## config.mk

```make
export PLATFORM = sky130hd
export DESIGN_NAME = lc3_front
export DESIGN_NICKNAME = d
export VERILOG_FILES = /design/src/rtl/lc3_pkg.sv /design/src/rtl/lc3_front.sv
export SDC_FILE = /design/constraint.sdc
export NUM_CORES = 1
export LEC_CHECK = 0
export BUFFER_PORTS_ARGS = -buffer_cell sky130_fd_sc_hd__buf_2
export CAP_MARGIN = 20
export CORE_MARGIN = 3
export CORE_UTILIZATION = 45
export CTS_CLUSTER_SIZE = 40
export DETAILED_ROUTE_END_ITERATION = 10
export GPL_TIMING_DRIVEN = 0
export PLACE_DENSITY_LB_ADDON = 0.3
export SLEW_MARGIN = 5
export SYNTH_ARGS = -nofsm -noshare
export SYNTH_HDL_FRONTEND = slang
export SYNTH_SLANG_ARGS = --single-unit
```

## constraint.sdc

```tcl
create_clock -name clk -period 3.4 [get_ports clk]
set_clock_uncertainty 0.2 [all_clocks]
set_input_delay 0.34 -clock clk [delete_from_list [all_inputs] [get_ports clk]]
set_output_delay 0.34 -clock clk [all_outputs]
set_load 0.1 [all_outputs]
```

## src/rtl/lc3_pkg.sv

```systemverilog
// ----------------------------------------------------------------------------
// lc3_pkg
// Shared types and constants for the LC-3 execute core.
// ----------------------------------------------------------------------------
`default_nettype none
package lc3_pkg;

	localparam logic [15:0] PC_RESET = 16'h3000;

	localparam logic [2:0] CC_NEG  = 3'd4;
	localparam logic [2:0] CC_ZERO = 3'd2;
	localparam logic [2:0] CC_POS  = 3'd1;

	localparam logic [2:0] ST_OK      = 3'd0;
	localparam logic [2:0] ST_HALT    = 3'd1;
	localparam logic [2:0] ST_BADTRAP = 3'd2;
	localparam logic [2:0] ST_UNSUP   = 3'd3;
	localparam logic [2:0] ST_HALTED  = 3'd4;

	localparam logic [3:0] OP_BR   = 4'd0;
	localparam logic [3:0] OP_ADD  = 4'd1;
	localparam logic [3:0] OP_LD   = 4'd2;
	localparam logic [3:0] OP_ST   = 4'd3;
	localparam logic [3:0] OP_JSR  = 4'd4;
	localparam logic [3:0] OP_AND  = 4'd5;
	localparam logic [3:0] OP_LDR  = 4'd6;
	localparam logic [3:0] OP_STR  = 4'd7;
	localparam logic [3:0] OP_NOT  = 4'd9;
	localparam logic [3:0] OP_LDI  = 4'd10;
	localparam logic [3:0] OP_STI  = 4'd11;
	localparam logic [3:0] OP_JMP  = 4'd12;
	localparam logic [3:0] OP_LEA  = 4'd14;
	localparam logic [3:0] OP_TRAP = 4'd15;

	localparam logic [7:0] TV_GETC  = 8'h20;
	localparam logic [7:0] TV_OUT   = 8'h21;
	localparam logic [7:0] TV_PUTS  = 8'h22;
	localparam logic [7:0] TV_IN    = 8'h23;
	localparam logic [7:0] TV_PUTSP = 8'h24;
	localparam logic [7:0] TV_HALT  = 8'h25;

	typedef enum logic [3:0] {
		CL_ALU, CL_BR, CL_JMP, CL_JSR, CL_LD, CL_LDR, CL_LDI,
		CL_ST, CL_STR, CL_STI, CL_TRAP, CL_BAD
	} op_class_t;

	typedef enum logic [1:0] {
		S_CLEAR, S_IDLE, S_RD1, S_RD2
	} state_t;

	typedef struct packed {
		op_class_t   cls;
		logic [7:0]  key;
		logic [11:0] bits;
		logic [3:0]  opcode;
	} item_t;

	typedef struct packed {
		logic  valid;
		item_t item;
	} head_t;

	typedef struct packed {
		logic [2:0]  status;
		logic [7:0]  char_out;
		logic        char_valid;
		logic [15:0] reg_value;
		logic [2:0]  reg_index;
		logic        reg_written;
		logic [2:0]  cond_code;
		logic [15:0] next_pc;
	} result_t;

	function automatic logic [2:0] cc_of(input logic [15:0] v);
		if (v == 16'd0) return CC_ZERO;
		if (v[15]) return CC_NEG;
		return CC_POS;
	endfunction

endpackage
`default_nettype wire

```

## src/rtl/lc3_front.sv

```systemverilog
// ----------------------------------------------------------------------------
// lc3_front
// Accepts instruction beats, classifies them and queues them for execution.
// ----------------------------------------------------------------------------
`default_nettype none
module lc3_front
	import lc3_pkg::*;
(
	input  wire logic        clk,
	input  wire logic        arst_n,
	input  wire logic        block,
	input  wire logic        in_valid,
	output logic             in_ready,
	input  wire logic [3:0]  opcode,
	input  wire logic [11:0] operand_bits,
	input  wire logic [7:0]  key_char,
	input  wire logic        pop,
	output head_t            head
);
	item_t      q_q [2];
	logic       wr_ptr_q, rd_ptr_q;
	logic [1:0] cnt_q;
	op_class_t  cls;
	logic       push;

	always_comb begin
		case (opcode)
			OP_ADD, OP_AND, OP_NOT, OP_LEA: cls = CL_ALU;
			OP_BR:   cls = CL_BR;
			OP_JMP:  cls = CL_JMP;
			OP_JSR:  cls = CL_JSR;
			OP_LD:   cls = CL_LD;
			OP_LDR:  cls = CL_LDR;
			OP_LDI:  cls = CL_LDI;
			OP_ST:   cls = CL_ST;
			OP_STR:  cls = CL_STR;
			OP_STI:  cls = CL_STI;
			OP_TRAP: cls = CL_TRAP;
			default: cls = CL_BAD;
		endcase
	end

	assign in_ready   = (cnt_q != 2'd2) && !block;
	assign push       = in_valid && in_ready;
	assign head.valid = (cnt_q != 2'd0);
	assign head.item  = q_q[rd_ptr_q];

	always_ff @(posedge clk) begin
		if (push) begin
			q_q[wr_ptr_q] <= '{cls: cls, key: key_char, bits: operand_bits, opcode: opcode};
		end
	end

	always_ff @(posedge clk or negedge arst_n) begin
		if (!arst_n) begin
			wr_ptr_q <= 1'b0;
			rd_ptr_q <= 1'b0;
			cnt_q    <= 2'd0;
		end else begin
			if (push) wr_ptr_q <= ~wr_ptr_q;
			if (pop)  rd_ptr_q <= ~rd_ptr_q;
			cnt_q <= cnt_q + {1'b0, push} - {1'b0, pop};
		end
	end
endmodule
`default_nettype wire

```

==> impl_results.md <==
* Status: finished, final reports clean
* Port bufs at 58
* Residual DRC at 0
* Worst path slowest cell: buf_2
* Initial antenna violation count at 0
* Std-Cell Rows at 26
* Final WL at 4.31 mm
* Sequential standard cell area at 0.00178 sq mm
* Total grt overflow at 0
* Tot GR Track Use at 15.2%
* Initial DRC Count at 56
* Final-layout fill cell count at 377
* Hold WC Path Type: in2reg
* Vias per inst at 4.67
* Hold buffer count at cts at 23
* RSZ-0062 raised after global routing: false
* Initial Util at 47.2%
* Diodes inserted at 0
* Core ar. at 0.00517 sq mm
* Final slew viol count at 0
* Drt first pass iters at 4
* # setup viols final at 0
* Clk_lat worst skew at 0.32 ns
* CTS Buffer Depth at 2
* Register area share after synthesis at 73.0%
* Worst slew pin tran at 0.839 ns
* Reg2Reg Depth at 3
* Top Ports at 59
* Final HPWL DP at 2.79 mm
* Multi-input logic area at 618 sq um
* Layout cells sized above 1 at 46.0%
* Vias at 1,381
* Max Fclk at 0.458 GHz
* Slew margin rel. at 43.9%
* Fin Setup TNS at 0 ns
* Post-layout minimum cycle time at 2.18 ns
* Post-cts resize count at 0
* WL/cell at 14.6 um
* DIE AREA at 0.00635 sq mm
* Largest net degree at the start of global routing at 29
* Hold path cells at 1
* Area Overhead vs Synth at 31.7%
* Max incr delay on CP at 0.41 ns
* Post-Route Utilization at 62.2%
* GPL Wtd Cong at 0.752
* Crit Path Max Fanout at 10
* Netlist Area Pre-Place at 0.00244 sq mm
* DP Area at 0.00284 sq mm
* Crit-path cells: buf_6, buf_8, mux2_4, buf_2
* Syn avg cell area at 18.9 sq um
* Number of setup buffers added after CTS at 0
* Post-Synthesis Cells at 129
* Period Utilization, post-route at 64.3%
* Vias in the first global route at 1,444
* Max_cap viols at 0
* Unique masters post-synth at 24
* Arr. time, crit path at 1.64 ns
* CTS tree: done
* Worst EP required at 2.86 ns
* Root Buffer: clkbuf_8
* #FFs+latches synth at 60
* Fin. Hold Viols at 0
* Reg clk slew, reported paths at 0.06 ns
* Setup Crit Path Kind: reg2out
* Die X at 79.7 um
* CP endpoint kind: primary output
* H-Tree Depth at 3
* Antenna Nets Post-Route at 0
* Die span in y at 79.7 um
* Final net count at 257
* First-pass GRT wire length at 6.80 mm
* Clock sinks at 60
* Syn nets at 165
* Worst setup SP type: register
* Final instance area at 0.00322 sq mm
* Total CTS buffers at 9
* Reg2reg setup slack at 1.29 ns
* YS warnings at 0
==> area by class of cell <==
class                   count  area share (%)
multi-input cells          60            19.2
clock inverters             4           0.506
flip-flops and latches     60            55.4
repair buffers             81            16.2
clock buffers              12            4.20
plain buffers               4            1.21
well taps                  70            2.72
inverters                   5           0.583
==> worst max-delay path: cells and delay by family, from the launching register on <==
family | cells | cell delay (ns)
buffers and inverters | 3 | 0.72
DFF | 1 | 0.39
muxes | 1 | 0.19
==> placed cells by master, fill, tap and decap left out, types with 3 or more instances in the layout <==
| cell type | netlist | layout |
|---|---|---|
| clkbuf_1 | 0 | 3 |
| inv_1 | 5 | 5 |
| clkinv_1 | 0 | 3 |
| buf_2 | 1 | 59 |
| mux2_4 | 11 | 11 |
| dlygate4sd3_1 | 0 | 23 |
| edfxtp_1 | 56 | 56 |
| ha_1 | 7 | 7 |
| nand2_1 | 3 | 3 |
| clkbuf_8 | 0 | 9 |
| xnor2_1 | 3 | 3 |
| mux2_2 | 18 | 18 |
| dfrtp_1 | 4 | 4 |
==> cells in the mapped netlist <==
cell type	number	area, sq um
mux2_4	11	165
buf_2	1	5.00
mux2_2	18	203
o31ai_1	1	7.51
mux2i_1	1	10.0
buf_6	1	11.3
nand2b_1	2	12.5
nor2b_1	1	6.26
ha_1	7	87.6
buf_4	1	7.51
o21ai_0	2	10.0
dfrtp_1	4	100
nand2_1	3	11.3
inv_1	5	18.8
nor2_1	3	11.3
edfxtp_1	56	1680
nor3_1	2	10.0
nand3b_1	1	7.51
o22ai_1	2	12.5
buf_8	1	15.0
o211ai_1	1	7.51
or2_2	1	6.26
xor2_1	1	8.76
xnor2_1	3	26.3
==> state kept, by name, summed over array words and instances, names as in the netlist <==
register	cells
wr_ptr_q	1
rd_ptr_q	1
cnt_q	2
q_q	56
==> logic make-up after synthesis <==
| group | count (synthesis) | share of synthesized area (%) |
|---|---|---|
| compound gates | 6 | 1.54 |
| buf+inv | 9 | 2.36 |
| flops | 60 | 73.0 |
| mux | 30 | 15.5 |
| simple gates | 13 | 2.66 |
| xor+xnor | 4 | 1.43 |
| fa+ha+maj | 7 | 3.59 |
==> per-layer routing <==
metal  track usage [%]  vias up  wire length, um  share of wire (%)
met5                 0        -                0                  0
met4              8.76        0               99                2.3
met3              5.08       10              263                6.1
met2              27.0       38             2330                 54
met1              15.5      659             1610                 37
li1                  -      674                -                  -
==> metrics by stage <==
stage	worst slack, ns	instances	hold slack (ns)
after CTS	1.18	296	0.0561
after detailed placement	1.29	257	-0.0523
after global routing	1.13	296	0.0555
final	1.22	296	0.0760
after floorplan	0.959	129	-0.156
after global placement	0.304	257	-0.0552
==> path summary, 6_finish.rpt <==
check	from	endpoint
worst min register to register	cnt_q[1]	cnt_q[1]
max in group asynchronous	arst_n	wr_ptr_q
worst max-delay path	rd_ptr_q	head[10]
min in group asynchronous	arst_n	rd_ptr_q
worst max register to register	cnt_q[1]	q_q[1][26]
worst min-delay path	opcode[0]	q_q[0][0]
Power is not shown: default switching activity piles up to over one toggle a cycle in this logic, so the estimate is an artifact.
